**src/rtl/core/gws_pkg.sv**
```systemverilog
// Shared types, codes and constants of the grid word search block.
package gws_pkg;

  // Default sizes of the grid and the word store.
  localparam int MaxRowsDefault = 64;
  localparam int MaxColsDefault = 64;
  localparam int MaxWordDefault = 32;

  // Reset values of the region bounds.
  localparam logic [6:0] RowEndReset = 7'd64;
  localparam logic [6:0] ColEndReset = 7'd64;

  // Request commands.
  typedef enum logic [1:0] {
    CMD_GRID   = 2'd0,
    CMD_WORD   = 2'd1,
    CMD_SEARCH = 2'd2,
    CMD_NONE   = 2'd3
  } cmd_e;

  // Configuration register indexes.
  typedef enum logic [1:0] {
    CFG_ROW_START = 2'd0,
    CFG_ROW_END   = 2'd1,
    CFG_COL_START = 2'd2,
    CFG_COL_END   = 2'd3
  } cfg_idx_e;

  // Controller states.
  typedef enum logic [2:0] {
    S_IDLE,
    S_START,
    S_CELL,
    S_CELL_CMP,
    S_PROBE,
    S_PROBE_CMP,
    S_DONE
  } state_e;

  // Input request payload.
  typedef struct packed {
    logic [1:0] cmd;
    logic [5:0] cell_row;
    logic [5:0] cell_col;
    logic [7:0] char_value;
    logic [4:0] word_pos;
    logic [5:0] word_len;
  } in_item_t;

  // Result payload.
  typedef struct packed {
    logic       found;
    logic [5:0] match_row;
    logic [5:0] match_col;
  } out_item_t;

  // Configuration write payload.
  typedef struct packed {
    logic [1:0] index;
    logic [6:0] data;
  } cfg_req_t;

  // Commands from the controller to the datapath.
  typedef struct packed {
    logic wr_grid;
    logic wr_word;
    logic load_search;
    logic rd_cell;
    logic rd_probe;
    logic dir_first;
    logic dir_next;
    logic step;
    logic next_col;
    logic next_row;
    logic set_found;
    logic load_result;
  } ctrl_cmd_t;

  // Status from the datapath to the controller.
  typedef struct packed {
    logic empty;
    logic match;
    logic len_one;
    logic last_k;
    logic last_dir;
    logic probe_oob;
    logic col_last;
    logic row_last;
    logic out_busy;
  } dp_status_t;

  // Row step of each direction: left, up, down, right.
  function automatic logic signed [1:0] step_row(input logic [1:0] dir);
    logic signed [1:0] s;
    unique case (dir)
      2'd1:    s = -2'sd1;
      2'd2:    s = 2'sd1;
      default: s = 2'sd0;
    endcase
    return s;
  endfunction

  // Column step of each direction: left, up, down, right.
  function automatic logic signed [1:0] step_col(input logic [1:0] dir);
    logic signed [1:0] s;
    unique case (dir)
      2'd0:    s = -2'sd1;
      2'd3:    s = 2'sd1;
      default: s = 2'sd0;
    endcase
    return s;
  endfunction

endpackage

```
**src/rtl/core/gws_ctrl.sv**
```systemverilog
// Search sequencer: walks start cells, directions and word characters.
module gws_ctrl (
  input  logic                   clk_i,
  input  logic                   rst_ni,
  input  logic                   req_valid_i,
  input  logic [1:0]             req_cmd_i,
  output logic                   req_ready_o,
  input  gws_pkg::dp_status_t    sts_i,
  output gws_pkg::ctrl_cmd_t     cmd_o
);

  gws_pkg::state_e state_q, state_d;

  // State register.
  always_ff @(posedge clk_i or negedge rst_ni) begin
    if (!rst_ni) begin
      state_q <= gws_pkg::S_IDLE;
    end else begin
      state_q <= state_d;
    end
  end

  // Next state and datapath commands.
  always_comb begin
    logic adv;
    logic ndir;
    adv         = 1'b0;
    ndir        = 1'b0;
    state_d     = state_q;
    cmd_o       = '0;
    req_ready_o = 1'b0;

    unique case (state_q)
      gws_pkg::S_IDLE: begin
        req_ready_o = 1'b1;
        if (req_valid_i) begin
          unique case (req_cmd_i)
            gws_pkg::CMD_GRID: cmd_o.wr_grid = 1'b1;
            gws_pkg::CMD_WORD: cmd_o.wr_word = 1'b1;
            gws_pkg::CMD_SEARCH: begin
              cmd_o.load_search = 1'b1;
              state_d           = gws_pkg::S_START;
            end
            default: ;
          endcase
        end
      end
      gws_pkg::S_START: begin
        state_d = sts_i.empty ? gws_pkg::S_DONE : gws_pkg::S_CELL;
      end
      gws_pkg::S_CELL: begin
        cmd_o.rd_cell = 1'b1;
        state_d       = gws_pkg::S_CELL_CMP;
      end
      gws_pkg::S_CELL_CMP: begin
        if (!sts_i.match) begin
          adv = 1'b1;
        end else if (sts_i.len_one) begin
          cmd_o.set_found = 1'b1;
          state_d         = gws_pkg::S_DONE;
        end else begin
          cmd_o.dir_first = 1'b1;
          state_d         = gws_pkg::S_PROBE;
        end
      end
      gws_pkg::S_PROBE: begin
        if (sts_i.probe_oob) begin
          ndir = 1'b1;
        end else begin
          cmd_o.rd_probe = 1'b1;
          state_d        = gws_pkg::S_PROBE_CMP;
        end
      end
      gws_pkg::S_PROBE_CMP: begin
        if (!sts_i.match) begin
          ndir = 1'b1;
        end else if (sts_i.last_k) begin
          cmd_o.set_found = 1'b1;
          state_d         = gws_pkg::S_DONE;
        end else begin
          cmd_o.step = 1'b1;
          state_d    = gws_pkg::S_PROBE;
        end
      end
      gws_pkg::S_DONE: begin
        if (!sts_i.out_busy) begin
          cmd_o.load_result = 1'b1;
          state_d           = gws_pkg::S_IDLE;
        end
      end
      default: state_d = gws_pkg::S_IDLE;
    endcase

    // A failed direction moves to the next one, or to the next start cell.
    if (ndir) begin
      if (sts_i.last_dir) begin
        adv = 1'b1;
      end else begin
        cmd_o.dir_next = 1'b1;
        state_d        = gws_pkg::S_PROBE;
      end
    end

    // Move to the next start cell in row order, or finish without a match.
    if (adv) begin
      if (!sts_i.col_last) begin
        cmd_o.next_col = 1'b1;
        state_d        = gws_pkg::S_CELL;
      end else if (!sts_i.row_last) begin
        cmd_o.next_row = 1'b1;
        state_d        = gws_pkg::S_CELL;
      end else begin
        state_d = gws_pkg::S_DONE;
      end
    end
  end

endmodule

```
**config.mk**
```make
export PLATFORM = sky130hd
export DESIGN_NAME = gws_ctrl
export DESIGN_NICKNAME = d
export VERILOG_FILES = /design/src/rtl/core/gws_pkg.sv /design/src/rtl/core/gws_ctrl.sv
export SDC_FILE = /design/constraint.sdc
export NUM_CORES = 1
export LEC_CHECK = 0
export ABC_AREA = 0
export BUFFER_PORTS_ARGS = -buffer_cell sky130_fd_sc_hd__buf_4
export CAP_MARGIN = 0
export CORE_AREA = 2 2 39 41
export DETAILED_ROUTE_END_ITERATION = 8
export DIE_AREA = 0 0 41 43
export PLACE_DENSITY_LB_ADDON = 0.12
export SETUP_SLACK_MARGIN = 0.4
export SYNTH_ARGS = -nofsm -noshare
export SYNTH_HDL_FRONTEND = slang
export SYNTH_SLANG_ARGS = --single-unit
```
**constraint.sdc**
```tcl
create_clock -name clk_i -period 2 [get_ports clk_i]
set_input_delay 0.3 -clock clk_i [delete_from_list [all_inputs] [get_ports clk_i]]
set_output_delay 0.3 -clock clk_i [all_outputs]
set_load 0.02 [all_outputs]
```
Word-level counts from Yosys, hierarchy flattened
Index checks and enable logic that the tools add are counted.
W data, S select, Z words.
- multiply operators: 0
- mux-type cells: 49
- order comparisons: 0
- equality and inequality tests: 8
- reductions and logical operators: 2
- shift operators: 0
- divide/modulo/power cells: 0
- $add $sub $neg: 0
- bitwise operators: 0
- operators with widths (cell ; number):
    $mux W3 ; 14
    $mux W1 ; 29
    $pmux W3 S7 ; 1
    $eq A3 B3 Y1 const B ; 3
    $eq A3 B2 Y1 const B ; 2
    $mux W2 ; 3
    $pmux W1 S2 ; 2
    $eq A3 B1 Y1 const B ; 1
    $logic_not A3 Y1 ; 1
    $eq A2 B1 Y1 const B ; 1
    $eq A2 B2 Y1 const B ; 1
    $logic_not A2 Y1 ; 1
- word-level logic and storage cells: 60
- flip-flop bits (word level): 3
- bits of input ports: 14
- output and inout bits: 13
- memories: 0
- ROM bits: 0
- bits in latches: 0
- bits in writable memories: 0

Depth between registers and ports, before layout
Gate-level depths: netlist of run 1.
- depth after elaboration: 7
- depth in mapped cells: 5
- mapped depth without buffers: 4

Worst setup path before layout of run 1
Ideal clock, no wire load.
- path kind: reg2out
- start point: register state_q[1]
- end point: output port cmd_o[10] in the netlist's numbering
- arrival time: 1.289 ns
- required time: 1.700 ns
- cell stages (with the launch flop): 4
- path slack: 0.411 ns
- buffers on the path: 1
- cells stage by stage: dfrtp_1 buf_4 nor3_2 and4b_1
- RTL lines (what ; RTL line ; RTL):
    from (decl) ; gws_ctrl.sv:12 ; gws_pkg::state_e state_q, state_d;
    from (signal assigned) ; gws_ctrl.sv:17 ; state_q <= gws_pkg::S_IDLE;
    from (signal assigned) ; gws_ctrl.sv:19 ; state_q <= state_d;
    to (decl) ; gws_ctrl.sv:9 ; output gws_pkg::ctrl_cmd_t cmd_o

==> impl_metrics.tcl, run 1 <==
set metrics [dict create \
    yosysWarnings 0 \
    place_congestion 0.659 \
    cts_root_buffer "clkbuf_4" \
    path_clk_slew_ps 40 \
    powerDensity_nw_per_um2 1200 \
    start_util_pct 29.8 \
    fin_crit_ps 1680 \
    fp.dieW_um 41 \
    final.setup_skew_ps 5.84 \
    power.leakage_nw 0.394 \
    cp-start-kind "flop" \
    seqCellArea_um2 77.6 \
    placed_area_um2 627 \
    drt_iter0_drc 9 \
    grt_max_degree 10 \
    grt_usage_pct 14.3 \
    drive_above_1_share_pct 61.8 \
    cts_buffers 3 \
    final_cell_mix "32 x buf_4, 5 x inv_1, 5 x nand2_1, 5 x buf_6" \
    ys_top_cells_by_area "dfrtp_1 18%, a41oi_4 6.7%, and4b_1 4.8%" \
    ios 27 \
    worstPathMaxFanout 4 \
    first_pass_iters 3 \
    cts.sinks 3 \
    cts_tree "built" \
    io_buffers 26 \
    syn_inst 50 \
    synth_top_area_share_pct 18.2 \
    slew_viol_final 0 \
    first_global_vias 421 \
    status "finished, final reports clean" \
    setup_tns_ps 0 \
    clock_latency_ps 230 \
    wirelength_um 1130 \
    rows 14 \
    worst_r2r_path_depth 6 \
    crit_required_ps 1700 \
    hold_viol 0 \
    synthToLayoutAreaGrowth_pct 91.2 \
    die_h_um 43 \
    overflow 0 \
    finish.utilization_pct 57.1 \
    nNetsFinal 104 \
    fill_cells 139 \
    ys_seq_area_share_pct 18.2 \
    fmax_mhz 596 \
    arrival_ps 1380 \
    dpl.hpwl_um 830 \
    grt_pass1_wl_um 1730 \
    fin_area_um2 790 \
    period_share_pct 83.9 \
    peakVddDrop_v 0.000517 \
    criticalPathCategory "flop to output pin" \
    total_power_mw 0.948 \
    whs_path_depth 3 \
    antenna_found_initial 0 \
    vias 497 \
    synthDistinctLibCells 29 \
    largest_reg_flops 3 \
    avgSynthCellArea_um2 8.26 \
    multiInputGateArea_um2 340 \
    final_common_cell "buf_4" \
    worstMarginPinSlew_ps 199 \
    rsz0062_at_grt "yes" \
    htree_levels 1 \
    hp-class "input pin to flop" \
    relSlewSlack_pct 86.6 \
    wire_per_inst_um 10.8 \
    ys_ff_latch 3 \
    largest-register "state_q" \
    netlist_area_um2 413 \
    drtAntennaViolNets 0 \
    synth_area_leader_cell "dfrtp_1" \
    reg_top3 "state_q: 3 flops" \
    setup_viol 0 \
    cts_buffer_depth 2 \
    dp_cells 92 \
    via_per_inst 4.73 \
    drc 0 \
    syn_nets 64 \
    core_region_area_um2 1380 \
    die_area_um2 1760 \
    cap_viol_max_count 0 \
    layoutNonFillerInstCount 105 \
    diodes 0 \
    cp-end-kind "output pin" \
]
[logic make-up after synthesis]
| family | share of synthesized area [%] |
|---|---|
| AOI/OAI and AO/OA | 25.8 |
| muxes | 2.42 |
| DFF | 18.2 |
| buffers and inverters | 10.3 |
| and+or+nand+nor | 43.3 |
[what timing repair did]
| action | 4_1_cts | 5_1_grt |
|---|---|---|
| pin swaps | 8 | 3 |
| hold buffers | 1 | 0 |
| endpoints found under the setup margin | 9 | 10 |
| resized for setup | 11 | 5 |
| hold endpoints to repair | 3 | 0 |
| buffers inserted | 4 | 4 |
[power by group]
part           switching [mW]  internal (mW)
Clock                  0.0313         0.0747
Sequential             0.0434         0.0947
Combinational           0.334          0.371
Total                   0.408          0.540
[critical path, cell delays in order (launching register included)]
cell and delay (ps):
dfrtp_2 440, nand3b_4 170, a21oi_4 140, a41oi_4 50
nor3b_2 170, buf_4 160
[path summary, 6_finish.rpt]
check | startpoint | end | slack (ps)
setup / recovery | state_q[1] | cmd_o[2] | 320
hold / removal | sts_i[2] | state_q[2] | 340
setup reg to reg | state_q[1] | state_q[2] | 720
hold reg to reg | state_q[0] | state_q[0] | 720
max in group asynchronous | rst_ni | state_q[0] | 1510
min in group asynchronous | rst_ni | state_q[1] | 390
[metrics by stage]
step	setup WS, ps	hold WS (ps)
floorplan	411	4.41
global placement	481	90.5
detailed placement	472	92.4
CTS	284	336
global route	261	342
finish	322	340
[metal layers]
layer / wire length (um) / track usage, % / vias to the layer above
li1: - / - / 258
met1: 481 / 18.2 / 220
met2: 565 / 22.2 / 19
met3: 83 / 3.14 / 0
met4: 0 / 6.00 / 0
met5: 0 / 0 / -
[synthesized netlist by cell type, drive strengths merged]
library cell / number
nor3b: 2
nor3: 4
a31oi: 1
a211oi: 1
o22ai: 2
nand2b: 4
a22oi: 1
o22a: 1
and4b: 2
a41oi: 1
nand3: 1
inv: 5
buf: 3
nand2: 5
nor2b: 1
nand3b: 2
nor2: 4
dfrtp: 3
a21oi: 3
o21ai: 2
mux2i: 1
and4: 1
[final cells by class]
class	count	area share, %
well taps	16	2.54
multi-input cells	39	43.1
inverters	5	2.38
clock buffers	4	3.33
flip-flops and latches	3	9.83
repair buffers	38	38.8
(Power assumes the default switching activity.)
==> inputs of run 2 (changes only) <==
Clock period 2 ns to 1.6 ns, I/O delays scaled along.
==> impl_metrics.tcl, run 2 (synthesized netlist as in run 1, its figures left out) <==
set metrics [dict create \
    status "finished with violations" \
    violations "negative setup slack" \
    cts_buffer_depth 2 \
    r2r_end "state_q[2]" \
    grt_max_degree 12 \
    hold_viol 0 \
    crit_required_ps 1360 \
    worst_r2r_path_depth 7 \
    whs_endpoint "state_q[2]" \
    antenna_found_initial 0 \
    wire_per_inst_um 13.1 \
    io_buffers 26 \
    final.setup_skew_ps 1.52 \
    path_clk_slew_ps 40 \
    start_util_pct 29.8 \
    fp.dieW_um 41 \
    dpl.hpwl_um 872 \
    core_region_area_um2 1380 \
    cts.sinks 3 \
    hp-class "input pin to flop" \
    cp-end-kind "output pin" \
    whs_path_depth 3 \
    cts_root_buffer "clkbuf_4" \
    finish.utilization_pct 73.1 \
    drc 0 \
    die_area_um2 1760 \
    r2r_start "state_q[0]" \
    first_global_vias 517 \
    period_share_pct 105 \
    hold_ws_ps 286 \
    arrival_ps 1440 \
    worstPathMaxFanout 4 \
    cap_viol_max_count 0 \
    synthToLayoutAreaGrowth_pct 145 \
    relSlewSlack_pct 79.6 \
    grt_pass1_wl_um 2070 \
    largest_reg_flops 3 \
    rows 14 \
    nNetsFinal 108 \
    rsz0062_at_grt "yes" \
    via_per_inst 4.95 \
    peakVddDrop_v 0.000844 \
    wirelength_um 1430 \
    final_cell_mix "20 x buf_6, 18 x buf_4, 5 x inv_1, 4 x nand2b_4" \
    setup_viol 9 \
    final_common_cell "buf_6" \
    fmax_mhz 597 \
    htree_levels 1 \
    fin_crit_ps 1680 \
    drtAntennaViolNets 0 \
    ios 27 \
    overflow 0 \
    drive_above_1_share_pct 76.3 \
    worstMarginPinSlew_ps 306 \
    grt_usage_pct 17.2 \
    drt_iter0_drc 5 \
    criticalPathCategory "flop to output pin" \
    largest-register "state_q" \
    cp-start-kind "flop" \
    clock_latency_ps 240 \
    powerDensity_nw_per_um2 1620 \
    diodes 0 \
    fin_ws_ps -76.2 \
    cts_tree "built" \
    min_from "sts_i[2]" \
    place_ws_ps 138 \
    cts_buffers 3 \
    power.leakage_nw 0.474 \
    first_pass_iters 4 \
    reg_top3 "state_q: 3 flops" \
    setup_tns_ps -305 \
    place_congestion 0.702 \
    slew_viol_final 0 \
    die_h_um 43 \
    r2r_slack_ps 260 \
    vias 540 \
]
-- run 2: power breakdown --
| group | internal [mW] | switching [mW] |
|---|---|---|
| registers | 0.118 | 0.0638 |
| logic | 0.734 | 0.585 |
| clock network | 0.0940 | 0.0469 |
-- run 2: timing repair --
item / in CTS / in global routing
hold buffers: 1 / 0
pin swaps: 10 / 9
setup endpoints to repair: 15 / 16
endpoints found under the hold margin: 3 / 0
gates cloned: 0 / 0
setup buffers: 3 / 7
gates resized for setup: 21 / 15
-- run 2: area by class of cell --
class	instances	area (um2)
tap	16	20.0
inverter	5	18.8
sequential	3	77.6
clock buffer	4	26.3
fill	99	372
timing repair buffer	42	425
multi-input combinational	39	444
-- run 2: worst max path at each step --
stage / to / slack (ps) / cells after the start / startpoint
4_1_cts: cmd_o[7] / -60 / 5 / state_q[1]
3_5_place_dp: cmd_o[2] / 140 / 5 / state_q[2]
5_1_grt: cmd_o[2] / -140 / 5 / state_q[1]
6_report: cmd_o[2] / -80 / 5 / state_q[1]
2_1_floorplan: cmd_o[10] / 220 / 3 / state_q[2]
3_3_place_gp: cmd_o[2] / 150 / 5 / state_q[2]
-- run 2: worst max-delay path, cell delays in order, from the launching register on --
cell and delay (ps):
dfrtp_2 440, nand3b_4 180, a21oi_4 150, a41oi_4 80, nor3b_4 210, buf_6 140
-- run 2: routing by layer --
layer	up-vias	part of all wire, %	GRT usage [%]	wire [um]
li1	266	-	-	-
met1	253	32	18.4	455
met2	19	62	28.4	890
met3	2	4.8	5.24	69
met4	0	0.98	8.67	14
met5	-	0	0	0
-- run 2: stage by stage --
| step | cells | cell area (um2) | total power [mW] |
|---|---|---|---|
| 3_5_place_dp | 94 | 732 | 0.984 |
| 2_1_floorplan | 50 | 513 | 0.770 |
| 6_report | 109 | 1010 | 1.64 |
| 4_1_cts | 102 | 872 | 1.30 |
| 3_3_place_gp | 94 | 732 | 0.978 |
| 5_1_grt | 109 | 1010 | 1.73 |
